`config.mk`:
```
export PLATFORM = sky130hd
export DESIGN_NAME = block_free_bitmap_manager
export DESIGN_NICKNAME = d
export VERILOG_FILES = /design/src/hdl/bfbm_pkg.sv /design/src/hdl/bfbm_run_acc.sv /design/src/hdl/block_free_bitmap_manager.sv
export SDC_FILE = /design/constraint.sdc
export NUM_CORES = 2
export LEC_CHECK = 0
export BUFFER_PORTS_ARGS = -buffer_cell sky130_fd_sc_hd__buf_2
export CORE_ASPECT_RATIO = 1.5
export CORE_MARGIN = 3
export CORE_UTILIZATION = 45
export CTS_BUF_LIST = sky130_fd_sc_hd__clkbuf_4
export CTS_CLUSTER_DIAMETER = 30
export DETAILED_ROUTE_END_ITERATION = 10
export GPL_TIMING_DRIVEN = 0
export RECOVER_POWER = 25
export SYNTH_ARGS = -nofsm -noshare
export SYNTH_HDL_FRONTEND = slang
export SYNTH_SLANG_ARGS = --single-unit
```
`constraint.sdc`:
```
create_clock -name clk -period 22.9 [get_ports clk]
set_clock_uncertainty 0.15 [all_clocks]
set_input_delay 4.58 -clock clk [delete_from_list [all_inputs] [get_ports clk]]
set_output_delay 4.58 -clock clk [all_outputs]
set_load 0.05 [all_outputs]
```
`src/hdl/bfbm_pkg.sv`:
```
// Shared types, constants and the per-byte run function of the block free bitmap manager.
package bfbm_pkg;

  localparam int RNG_W       = 17;
  localparam int IN_TDATA_W  = 32;
  localparam int OUT_TDATA_W = 40;
  localparam int RUN_SAT     = 4095;
  localparam int START_SAT   = 2047;

  typedef enum logic [1:0] {
    CMD_MARK    = 2'd0,
    CMD_RELEASE = 2'd1,
    CMD_QUERY   = 2'd2
  } cmd_t;

  typedef enum logic [2:0] {
    S_CLEAR,
    S_IDLE,
    S_RMW_RD,
    S_RMW_WR,
    S_SCAN,
    S_FLUSH,
    S_FIN,
    S_DONE
  } state_t;

  typedef struct packed {
    logic start;
    logic step;
  } acc_ctl_t;

  typedef struct packed {
    logic [3:0] lead;
    logic [3:0] trail;
    logic [3:0] nfree;
    logic [3:0] imax;
    logic [2:0] ioff;
  } byte_info_t;

  // Free runs of one byte, block order from the most significant bit down.
  function automatic byte_info_t byte_info(input logic [7:0] b);
    byte_info_t r;
    logic [3:0] run;
    logic       used_seen;
    r         = '0;
    run       = '0;
    used_seen = 1'b0;
    for (int j = 0; j < 8; j++) begin
      if (!b[7-j]) begin
        run     = run + 4'd1;
        r.nfree = r.nfree + 4'd1;
        if (!used_seen) begin
          r.lead = r.lead + 4'd1;
        end
      end else begin
        if (used_seen && (run > r.imax)) begin
          r.imax = run;
          r.ioff = 3'(j - int'(run));
        end
        used_seen = 1'b1;
        run       = '0;
      end
    end
    r.trail = run;
    return r;
  endfunction

endpackage

```
`src/hdl/bfbm_run_acc.sv`:
```
// Byte-wide free run accumulator used by the bitmap query scan.
module bfbm_run_acc #(
  parameter int BW = 11,
  parameter int CW = 12
) (
  input  logic               clk,
  input  bfbm_pkg::acc_ctl_t ctl,
  input  logic [7:0]         byte_data,
  input  logic [BW-1:0]      byte_base,
  output logic [CW-1:0]      fin_free,
  output logic [CW-1:0]      fin_len,
  output logic [BW-1:0]      fin_start
);

  logic [CW-1:0] free_r;
  logic [CW-1:0] cur_len_r;
  logic [BW-1:0] cur_start_r;
  logic [CW-1:0] best_len_r;
  logic [BW-1:0] best_start_r;

  bfbm_pkg::byte_info_t info;
  logic [BW-1:0] run_start;
  logic [CW-1:0] c1_len;
  logic [CW-1:0] b1_len;
  logic [BW-1:0] b1_start;
  logic [CW-1:0] best_len_nxt;
  logic [BW-1:0] best_start_nxt;
  logic [BW-1:0] int_start;

  always_comb begin
    info      = bfbm_pkg::byte_info(byte_data);
    run_start = (cur_len_r == '0) ? byte_base : cur_start_r;
    c1_len    = cur_len_r + CW'(info.lead);
    int_start = byte_base + BW'(info.ioff);
    if (c1_len > best_len_r) begin
      b1_len   = c1_len;
      b1_start = run_start;
    end else begin
      b1_len   = best_len_r;
      b1_start = best_start_r;
    end
    if (CW'(info.imax) > b1_len) begin
      best_len_nxt   = CW'(info.imax);
      best_start_nxt = int_start;
    end else begin
      best_len_nxt   = b1_len;
      best_start_nxt = b1_start;
    end
  end

  always_ff @(posedge clk) begin
    if (ctl.start) begin
      free_r       <= '0;
      cur_len_r    <= '0;
      cur_start_r  <= '0;
      best_len_r   <= '0;
      best_start_r <= '0;
    end else if (ctl.step) begin
      free_r <= free_r + CW'(info.nfree);
      if (byte_data == 8'h00) begin
        cur_len_r   <= c1_len;
        cur_start_r <= run_start;
      end else begin
        best_len_r   <= best_len_nxt;
        best_start_r <= best_start_nxt;
        cur_len_r    <= CW'(info.trail);
        cur_start_r  <= byte_base + BW'(4'd8 - info.trail);
      end
    end
  end

  always_comb begin
    fin_free = free_r;
    if (cur_len_r > best_len_r) begin
      fin_len   = cur_len_r;
      fin_start = cur_start_r;
    end else begin
      fin_len   = best_len_r;
      fin_start = best_start_r;
    end
  end

endmodule

```
`src/hdl/block_free_bitmap_manager.sv`:
```
// Top level of the block free bitmap manager: bitmap memory, sequencer and result register.
//
//   channel | bus                    | contents
//   in      | in_tuser, in_tdata     | command; first_block, block_count
//   out     | out_tuser, out_tdata   | range_error; free_count, largest_run, largest_start
//
// After reset the bitmap is cleared one byte a cycle with in_tready low.
// A query scans every bitmap byte through the single-byte memory read port.
// Mark and release read and then write each byte touched; rejected requests go straight to the result.
// One request is handled at a time; a result waits in the output register until taken.
module block_free_bitmap_manager #(
  parameter int BITMAP_BYTES = 256
) (
  input  logic                                 clk,
  input  logic                                 rst_n,
  input  logic                                 in_tvalid,
  output logic                                 in_tready,
  input  logic [bfbm_pkg::IN_TDATA_W-1:0]      in_tdata,   // first_block, block_count
  input  logic [1:0]                           in_tuser,   // command
  output logic                                 out_tvalid,
  input  logic                                 out_tready,
  output logic [bfbm_pkg::OUT_TDATA_W-1:0]     out_tdata,  // free_count, largest_run, largest_start
  output logic                                 out_tuser   // range_error
);

  localparam int TOTAL_BLOCKS = BITMAP_BYTES * 8;
  localparam int AW = (BITMAP_BYTES > 1) ? $clog2(BITMAP_BYTES) : 1;
  localparam int BW = AW + 3;
  localparam int CW = $clog2(TOTAL_BLOCKS + 1);
  localparam int RW = bfbm_pkg::RNG_W;
  localparam logic [AW-1:0] LAST_ADDR = AW'(BITMAP_BYTES - 1);
  localparam logic [RW-1:0] TOTAL_L   = RW'(TOTAL_BLOCKS);

  bfbm_pkg::state_t   state_r, state_nxt;
  bfbm_pkg::acc_ctl_t acc_ctl;

  logic [AW-1:0] addr_r, addr_nxt;
  logic [1:0]    cmd_r;
  logic [RW-1:0] lo_r;
  logic [RW-1:0] hi_r;
  logic [AW-1:0] base_r;
  logic          scan_vld_r;
  logic [7:0]    rd_data_r;
  logic [7:0]    mem_r [BITMAP_BYTES];
  logic          mem_we;
  logic [7:0]    mem_wdata;
  logic [7:0]    rmw_mask;

  logic [11:0] res_free_r;
  logic [11:0] res_len_r;
  logic [10:0] res_start_r;
  logic        res_err_r;
  logic        out_vld_r;
  logic [34:0] out_data_r;
  logic        out_err_r;

  logic [10:0]   in_first;
  logic [15:0]   in_count;
  logic [RW-1:0] in_end;
  logic          in_acc;
  logic          in_rng;
  logic          in_bad;
  logic          last_rmw;
  logic          out_free;

  logic [CW-1:0] fin_free;
  logic [CW-1:0] fin_len;
  logic [BW-1:0] fin_start;

  assign in_first = in_tdata[10:0];
  assign in_count = in_tdata[26:11];
  assign in_end   = RW'(in_first) + RW'(in_count);
  assign in_acc   = in_tvalid && in_tready;
  assign in_rng   = (in_tuser == bfbm_pkg::CMD_MARK) || (in_tuser == bfbm_pkg::CMD_RELEASE);
  assign in_bad   = in_end > TOTAL_L;
  assign last_rmw = RW'(addr_r) == (hi_r >> 3);
  assign out_free = !out_vld_r || out_tready;

  always_comb begin
    rmw_mask = '0;
    for (int j = 0; j < 8; j++) begin
      rmw_mask[7-j] = (RW'({addr_r, 3'(j)}) >= lo_r) && (RW'({addr_r, 3'(j)}) <= hi_r);
    end
  end

  always_comb begin
    state_nxt = state_r;
    unique case (state_r)
      bfbm_pkg::S_CLEAR: begin
        if (addr_r == LAST_ADDR) begin
          state_nxt = bfbm_pkg::S_IDLE;
        end
      end
      bfbm_pkg::S_IDLE: begin
        if (in_acc) begin
          if (in_rng && (in_count != '0) && !in_bad) begin
            state_nxt = bfbm_pkg::S_RMW_RD;
          end else if (in_tuser == bfbm_pkg::CMD_QUERY) begin
            state_nxt = bfbm_pkg::S_SCAN;
          end else begin
            state_nxt = bfbm_pkg::S_DONE;
          end
        end
      end
      bfbm_pkg::S_RMW_RD: state_nxt = bfbm_pkg::S_RMW_WR;
      bfbm_pkg::S_RMW_WR: begin
        state_nxt = last_rmw ? bfbm_pkg::S_DONE : bfbm_pkg::S_RMW_RD;
      end
      bfbm_pkg::S_SCAN: begin
        if (addr_r == LAST_ADDR) begin
          state_nxt = bfbm_pkg::S_FLUSH;
        end
      end
      bfbm_pkg::S_FLUSH: state_nxt = bfbm_pkg::S_FIN;
      bfbm_pkg::S_FIN:   state_nxt = bfbm_pkg::S_DONE;
      bfbm_pkg::S_DONE: begin
        if (out_free) begin
          state_nxt = bfbm_pkg::S_IDLE;
        end
      end
      default: state_nxt = bfbm_pkg::S_IDLE;
    endcase
  end

  always_comb begin
    in_tready     = 1'b0;
    mem_we        = 1'b0;
    mem_wdata     = '0;
    addr_nxt      = addr_r;
    acc_ctl.start = 1'b0;
    acc_ctl.step  = scan_vld_r;
    unique case (state_r)
      bfbm_pkg::S_CLEAR: begin
        mem_we   = 1'b1;
        addr_nxt = (addr_r == LAST_ADDR) ? '0 : addr_r + 1'b1;
      end
      bfbm_pkg::S_IDLE: begin
        in_tready = 1'b1;
        if (in_acc) begin
          addr_nxt      = in_rng ? AW'(in_first >> 3) : '0;
          acc_ctl.start = in_tuser == bfbm_pkg::CMD_QUERY;
        end
      end
      bfbm_pkg::S_RMW_WR: begin
        mem_we    = 1'b1;
        mem_wdata = (cmd_r == bfbm_pkg::CMD_MARK) ? (rd_data_r | rmw_mask)
                                                  : (rd_data_r & ~rmw_mask);
        if (!last_rmw) begin
          addr_nxt = addr_r + 1'b1;
        end
      end
      bfbm_pkg::S_SCAN: begin
        addr_nxt = (addr_r == LAST_ADDR) ? '0 : addr_r + 1'b1;
      end
      default: begin
      end
    endcase
  end

  always_ff @(posedge clk) begin
    if (mem_we) begin
      mem_r[addr_r] <= mem_wdata;
    end
    rd_data_r <= mem_r[addr_r];
  end

  always_ff @(posedge clk) begin
    if (!rst_n) begin
      state_r    <= bfbm_pkg::S_CLEAR;
      addr_r     <= '0;
      scan_vld_r <= 1'b0;
      out_vld_r  <= 1'b0;
    end else begin
      state_r    <= state_nxt;
      addr_r     <= addr_nxt;
      scan_vld_r <= state_r == bfbm_pkg::S_SCAN;
      if (state_r == bfbm_pkg::S_DONE && out_free) begin
        out_vld_r <= 1'b1;
      end else if (out_tready) begin
        out_vld_r <= 1'b0;
      end
    end
  end

  always_ff @(posedge clk) begin
    base_r <= addr_r;
    if (in_acc) begin
      cmd_r       <= in_tuser;
      lo_r        <= RW'(in_first);
      hi_r        <= in_end - RW'(1);
      res_free_r  <= '0;
      res_len_r   <= '0;
      res_start_r <= '0;
      res_err_r   <= in_rng && (in_count != '0) && in_bad;
    end
    if (state_r == bfbm_pkg::S_FIN) begin
      res_free_r  <= (32'(fin_free) > bfbm_pkg::RUN_SAT) ? 12'(bfbm_pkg::RUN_SAT)
                                                        : 12'(fin_free);
      res_len_r   <= (32'(fin_len) > bfbm_pkg::RUN_SAT) ? 12'(bfbm_pkg::RUN_SAT)
                                                       : 12'(fin_len);
      res_start_r <= (32'(fin_start) > bfbm_pkg::START_SAT) ? 11'(bfbm_pkg::START_SAT)
                                                           : 11'(fin_start);
    end
    if (state_r == bfbm_pkg::S_DONE && out_free) begin
      out_data_r <= {res_start_r, res_len_r, res_free_r};
      out_err_r  <= res_err_r;
    end
  end

  bfbm_run_acc #(
    .BW(BW),
    .CW(CW)
  ) u_run_acc (
    .clk       (clk),
    .ctl       (acc_ctl),
    .byte_data (rd_data_r),
    .byte_base ({base_r, 3'b000}),
    .fin_free  (fin_free),
    .fin_len   (fin_len),
    .fin_start (fin_start)
  );

  assign out_tvalid = out_vld_r;
  assign out_tdata  = {5'b00000, out_data_r};
  assign out_tuser  = out_err_r;

  a_run_within_free: assert property (@(posedge clk) disable iff (!rst_n)
    (state_r == bfbm_pkg::S_FIN) |-> (fin_len <= fin_free))
    else $error("Longest free run exceeds the free total.");

  a_result_from_done: assert property (@(posedge clk) disable iff (!rst_n)
    $rose(out_tvalid) |-> $past(state_r == bfbm_pkg::S_DONE))
    else $error("Result raised outside the completion state.");

  a_error_clean: assert property (@(posedge clk) disable iff (!rst_n)
    (out_tvalid && out_tuser) |-> (out_tdata[34:0] == '0))
    else $error("Rejected range request carries summary data.");

  a_request_leaves_idle: assert property (@(posedge clk) disable iff (!rst_n)
    (in_tvalid && in_tready) |=> (state_r != bfbm_pkg::S_IDLE))
    else $error("Accepted request left the sequencer idle.");

endmodule
```
# Word-level counts from Yosys, hierarchy flattened
# Memory sizes are Yosys's and may differ from the RTL's. A register that Yosys moved wholly into a read port is not among the register bits.
# Index checks and enable logic that the tools add are counted.
dict set report totals {
  input_bits 38
  output_inout_bits 43
  register_bits 181
  n_memories 1
  mem_bits_rw 2048
}
# name depth word_bits rd rd_clocked_by_memory_dff wr line_no
set memory_table {}
lappend memory_table {mem_r 256 8 1 1 1 block_free_bitmap_manager.sv:44} ;# logic [7:0] mem_r [BITMAP_BYTES];
dict set report op_classes {
  n_reduce_logical 40
  n_mux 87
  n_addsub 34
  eq_ne 16
  magnitude_cmp 27
  bitwise 4
}
# cell n
set ops {}
lappend ops {{$le 11x17->1} 8}
lappend ops {{$mux 4} 28}
lappend ops {{$mux 7} 13}
lappend ops {{$ge 11x11->1} 8}
lappend ops {{$mux 12} 7}
lappend ops {{$mux 11} 7}
lappend ops {{$add 4x1->4 const B} 17}
lappend ops {{$mux 8} 6}
lappend ops {{$add 12x4->12} 2}
lappend ops {{$gt 12x12->1} 2}
lappend ops {{$pmux 3 s8} 1}
lappend ops {{$pmux 8 s3} 1}
lappend ops {{$gt 4x4->1} 5}
lappend ops {{$logic_and 1x1->1} 20}
lappend ops {{$mux 3} 6}
lappend ops {{$add 11x16->17} 1}
lappend ops {{$gt 17x12->1 const B} 1}
lappend ops {{$sub 17x1->17 const B} 1}
lappend ops {{$mux 1} 16}
lappend ops {{$reduce_bool 16->1} 1}
lappend ops {{$eq 8x14->1} 1}
lappend ops {{$eq 3x3->1 const B} 4}
lappend ops {{$gt 4x12->1} 1}
lappend ops {{$logic_not 12->1} 1}
lappend ops {{other kinds (33)} 50}

# Longest topological paths before layout
dict set report depth {
  word_depth 32
  depth_mapped 44
}

# Cells and area by module
# Synthesis repeated with hierarchy kept, for this count alone.
dict set report hier_totals {
  hier_cells 4785
  area_unflattened_um2 92139.6
}
# mod cells_per_inst n_inst area_per_inst_um2
set modules_own_cells {}
lappend modules_own_cells {block_free_bitmap_manager 3918 1 85624.6}
lappend modules_own_cells {bfbm_run_acc 867 1 6515.0}

# Worst setup path before layout
# OpenSTA, ideal clock, no wires.
dict set report synth_timing {
  kind {register -> register}
  from {register addr_r[0]}
  to {memory mem_r[0][5], data pin}
  slack_ps 7911
  path_stages_with_launch 15
  setup_time_ps 2188
  arrival_time_ps 12651
  path_cell_list {dfxtp_1 buf_6 buf_6 buf_4 buf_2 buf_2 inv_1 ha_1 nand2_1 or2_2 clkbuf_1 clkbuf_1 nor3_1 o21ai_0 o21ai_0}
}
dict set report synth_via {
  elab_chain_len 6
}
# element line_no
set synth_rtl {}
lappend synth_rtl {{start, declared} block_free_bitmap_manager.sv:37} ;# logic [AW-1:0] addr_r, addr_nxt;
lappend synth_rtl {{start signal, assigned} block_free_bitmap_manager.sv:175} ;# addr_r <= addr_nxt;
lappend synth_rtl {{$le 11x17->1 or $ge 11x11->1 (tied branches)} block_free_bitmap_manager.sv:82} ;# rmw_mask[7-j] = (RW'({addr_r, 3'(j)}) >= lo_r) && (RW'({addr_r, 3'(j)}) <= hi_r);
lappend synth_rtl {{$logic_and 1x1->1 *} block_free_bitmap_manager.sv:82}
lappend synth_rtl {{$not 8->8} block_free_bitmap_manager.sv:147} ;# : (rd_data_r & ~rmw_mask);
lappend synth_rtl {{$and 8x8->8} block_free_bitmap_manager.sv:147}
lappend synth_rtl {{$mux 8 *} block_free_bitmap_manager.sv:146} ;# mem_wdata = (cmd_r == bfbm_pkg::CMD_MARK) ? (rd_data_r | rmw_mask)
lappend synth_rtl {{$mux 8 *} block_free_bitmap_manager.sv:132} ;# unique case (state_r)
lappend synth_rtl {{named net mem_wdata[5]} block_free_bitmap_manager.sv:46} ;# logic [7:0] mem_wdata;
lappend synth_rtl {{end, declared} block_free_bitmap_manager.sv:44}
# The timed path passes the listed nets; every way through them passes the cells marked *.

# Worst setup path after layout
dict set report layout_timing {
  from {register addr_r[0]}
  to {memory mem_r[180][5], data pin}
}
# The elaborated chain is that of the path after synthesis.

==> impl_metrics.tcl <==
set metrics [dict create \
    status "finished, violations left" \
    synthSimpleGateAreaFrac_pct 4.46 \
    synth_top_area_share_pct 70.4 \
    drc_errors 0 \
    rrSetupSlack_ns 12.13 \
    dieArea_mm2 0.209 \
    netlist_instances 4726 \
    yosys_warnings 0 \
    async_flop_share_pct 0 \
    insertion_delay_ns 1.24 \
    synth_fa_ha_area_share_pct 1.55 \
    setup_ws_ns 12.13 \
    post-cts-setup-buffers 0 \
    cts_tree "yes" \
    max_slew_margin_pct -45.0 \
    violations "capacitance limit, slew limit" \
    crit_fanout 45 \
    die_w_um 375 \
    cts_num_sinks 2237 \
    clk_pin_slew_worst_paths_ns 0.07 \
    synth_compound_area_share_pct 2.77 \
    gp_congestion 0.966 \
    synth_xor_area_share_pct 0.631 \
    total_power_mw 9.16 \
    pre_cts_ws_ns 12.57 \
    postRouteAntennaNets 0 \
    drive_gt1_share_pct 30.2 \
    wl_mm 318 \
    synth_top_flop_cell "edfxtp_1" \
    critPathKind "flop to flop" \
    synth_edf_count 2150 \
    finalMaxSlewViolations 378 \
    synth_area_leader_cell "edfxtp_1" \
    cp-end-kind "flop" \
    power-per-cell-area_mw_per_mm2 88.3 \
    avgSynthCellArea_um2 19.4 \
    final.period_utilization_pct 47.0 \
    fp-row-count 202 \
    wl_per_cell_um 37.8 \
    drtIter0Drc 6861 \
    leakagePower_nw 28.1 \
    arrival_ns 11.61 \
    die_y_um 559 \
    min_path_type "flop to flop" \
    max_freq_mhz 92.8 \
    cp.required_ns 23.74 \
    final-hold-violation-count 0 \
    nNetsFinal 5561 \
    muxShareOfSynthArea_pct 16.4 \
    dr_total_vias 52800 \
    cts.htree.levels 6 \
    hold_buffers 0 \
    cp-start-kind "flop" \
    synth_common_cells "edfxtp_1, mux4_2, nor2_1" \
    hpwl_mm 220 \
    ctsResizeCount 0 \
    synth.ff_latch_count 2237 \
    rsz0062_at_grt "no" \
    period_needed_ns 10.77 \
    first_global_vias 53200 \
    yosysMostFrequentCell "edfxtp_1" \
    maxCapViolations 24 \
    area_delta_synth_final_pct 13.1 \
    cts_root_buf "clkbuf_4" \
    io_buffers 67 \
    antenna_found_initial 9 \
    tightest_slew_ns 2.18 \
    ir_worst_vdd_mv 0.0840 \
    track_usage_pct 30.4 \
    synth_top_family_by_area "multiplexers" \
    synth.area.top_cells "edfxtp_1, mux4_2, dfxtp_1" \
    grt_pass1_wl_mm 430 \
    io_pins 81 \
    setup_viol 0 \
    synth_area_mm2 0.0917 \
    yosys.cell_types.count 92 \
    overflow 0 \
    yosysSeqAreaShare_pct 72.3 \
    cts_buffers 534 \
    clockBufferDepth 4 \
    core_mm2 0.202 \
    initial_core_util_pct 45.3 \
    grt_max_degree 46 \
    first_pass_iters 8 \
    vias_per_cell 6.26 \
]
[cell type report]
type	instances	area, µm²
diodes	10	25.0
plain buffers	269	1330
clock buffers	730	5480
clock inverters	163	1150
fillers	16500	98500
inverters	96	360
multi-input cells	2128	23800
flip-flops and latches	2237	66300
well taps	2652	3320
repair buffers	146	1970
[critical path: stages (launching register included)]
cell      delay [ns]
dfxtp_1         0.83
clkbuf_1        0.33
clkbuf_1        0.88
clkbuf_1        1.13
clkbuf_1        1.57
clkbuf_1        0.92
inv_1           0.37
ha_1            0.39
nand2_1         0.04
or2_2           0.28
clkbuf_1        0.17
clkbuf_1        0.25
nor3_1          0.19
o21ai_0         0.16
o21ai_0         0.75
clkbuf_1        1.49
buf_12          0.30
buf_12          0.24
[state kept, by name, summed over array words and instances, names as in the netlist, 12 cells and up]
register,flops
res_len_r,12
mem_r,2048
out_data_r,35
res_free_r,12
u_run_acc.fin_free,12
u_run_acc.cur_len_r,12
u_run_acc.best_len_r,12
hi_r,17
[through the flow]
stage | area, µm² | instances | hold WS, ns | setup TNS (ns) | util, %
after floorplan | 91700 | 4730 | 0.219 | 0 | -
after global placement | 95300 | 7449 | 0.254 | -978.84 | 47.1
after detailed placement | 97200 | 7528 | 0.255 | 0 | 48.1
after CTS | 104000 | 8421 | 0.247 | 0 | 51.4
after global routing | 104000 | 8426 | 0.237 | 0 | 51.3
final | 104000 | 8431 | 0.243 | 0 | 51.3
[metal layers]
metal | part of all wire [%] | vias up | GRT usage [%]
met2 | 50 | 3250 | 51.2
met1 | 32 | 27600 | 33.2
met4 | 9.2 | 6 | 24.1
met3 | 9.0 | 890 | 7.28
met5 | 0.011 | - | 0
li1 | - | 21000 | -
[kinds of logic (layout without fill, tap and decap cells)]
family	Yosys count	after routing
muxes	703	703
DFF	2237	2237
AOI/OAI and AO/OA	369	369
and+or+nand+nor	874	874
xor gates and xnor gates	66	66
adders and majority gates	111	111
other	1	15
buffers and inverters	365	1404
[path summary, 6_finish.rpt]
path                                            startpoint                  endpoint  cells after the start
worst min-delay path            res_len_r[8]$_SDFFCE_PN0P_  out_data_r[20]$_DFFE_PP_                      0
worst max-delay path                addr_r[0]$_SDFFE_PN0P_   mem_r[180][5]$_DFFE_PP_                     17
worst max register to register      addr_r[0]$_SDFFE_PN0P_   mem_r[180][5]$_DFFE_PP_                     17
worst min register to register  res_len_r[8]$_SDFFCE_PN0P_  out_data_r[20]$_DFFE_PP_                      0
[placed cells by master (no fill, tap or decap), drive strengths merged, types with 9 or more instances in the layout]
cell / count
nand2: 123
mux4: 642
nand4: 28
clkinvlp: 10
diode: 10
and3: 11
and2: 28
dfxtp: 87
bufinv: 17
nor2: 402
edfxtp: 2150
a22oi: 13
or3: 12
o31ai: 11
clkinv: 123
a211o: 9
a211oi: 17
nand3: 85
buf: 228
a21o: 25
a21oi: 98
a31oi: 17
xnor2: 51
inv: 109
mux2i: 55
o21ai: 72
nor3: 46
nor2b: 50
nand2b: 30
xor2: 15
nor4: 21
clkbuf: 917
ha: 107
o211ai: 13
[power breakdown]
part	internal [mW]	switching, mW
Combinational	0.488	0.878
Sequential	4.47	0.0548
Clock	1.67	1.60
No activity file was read; power rests on OpenSTA's default activity.
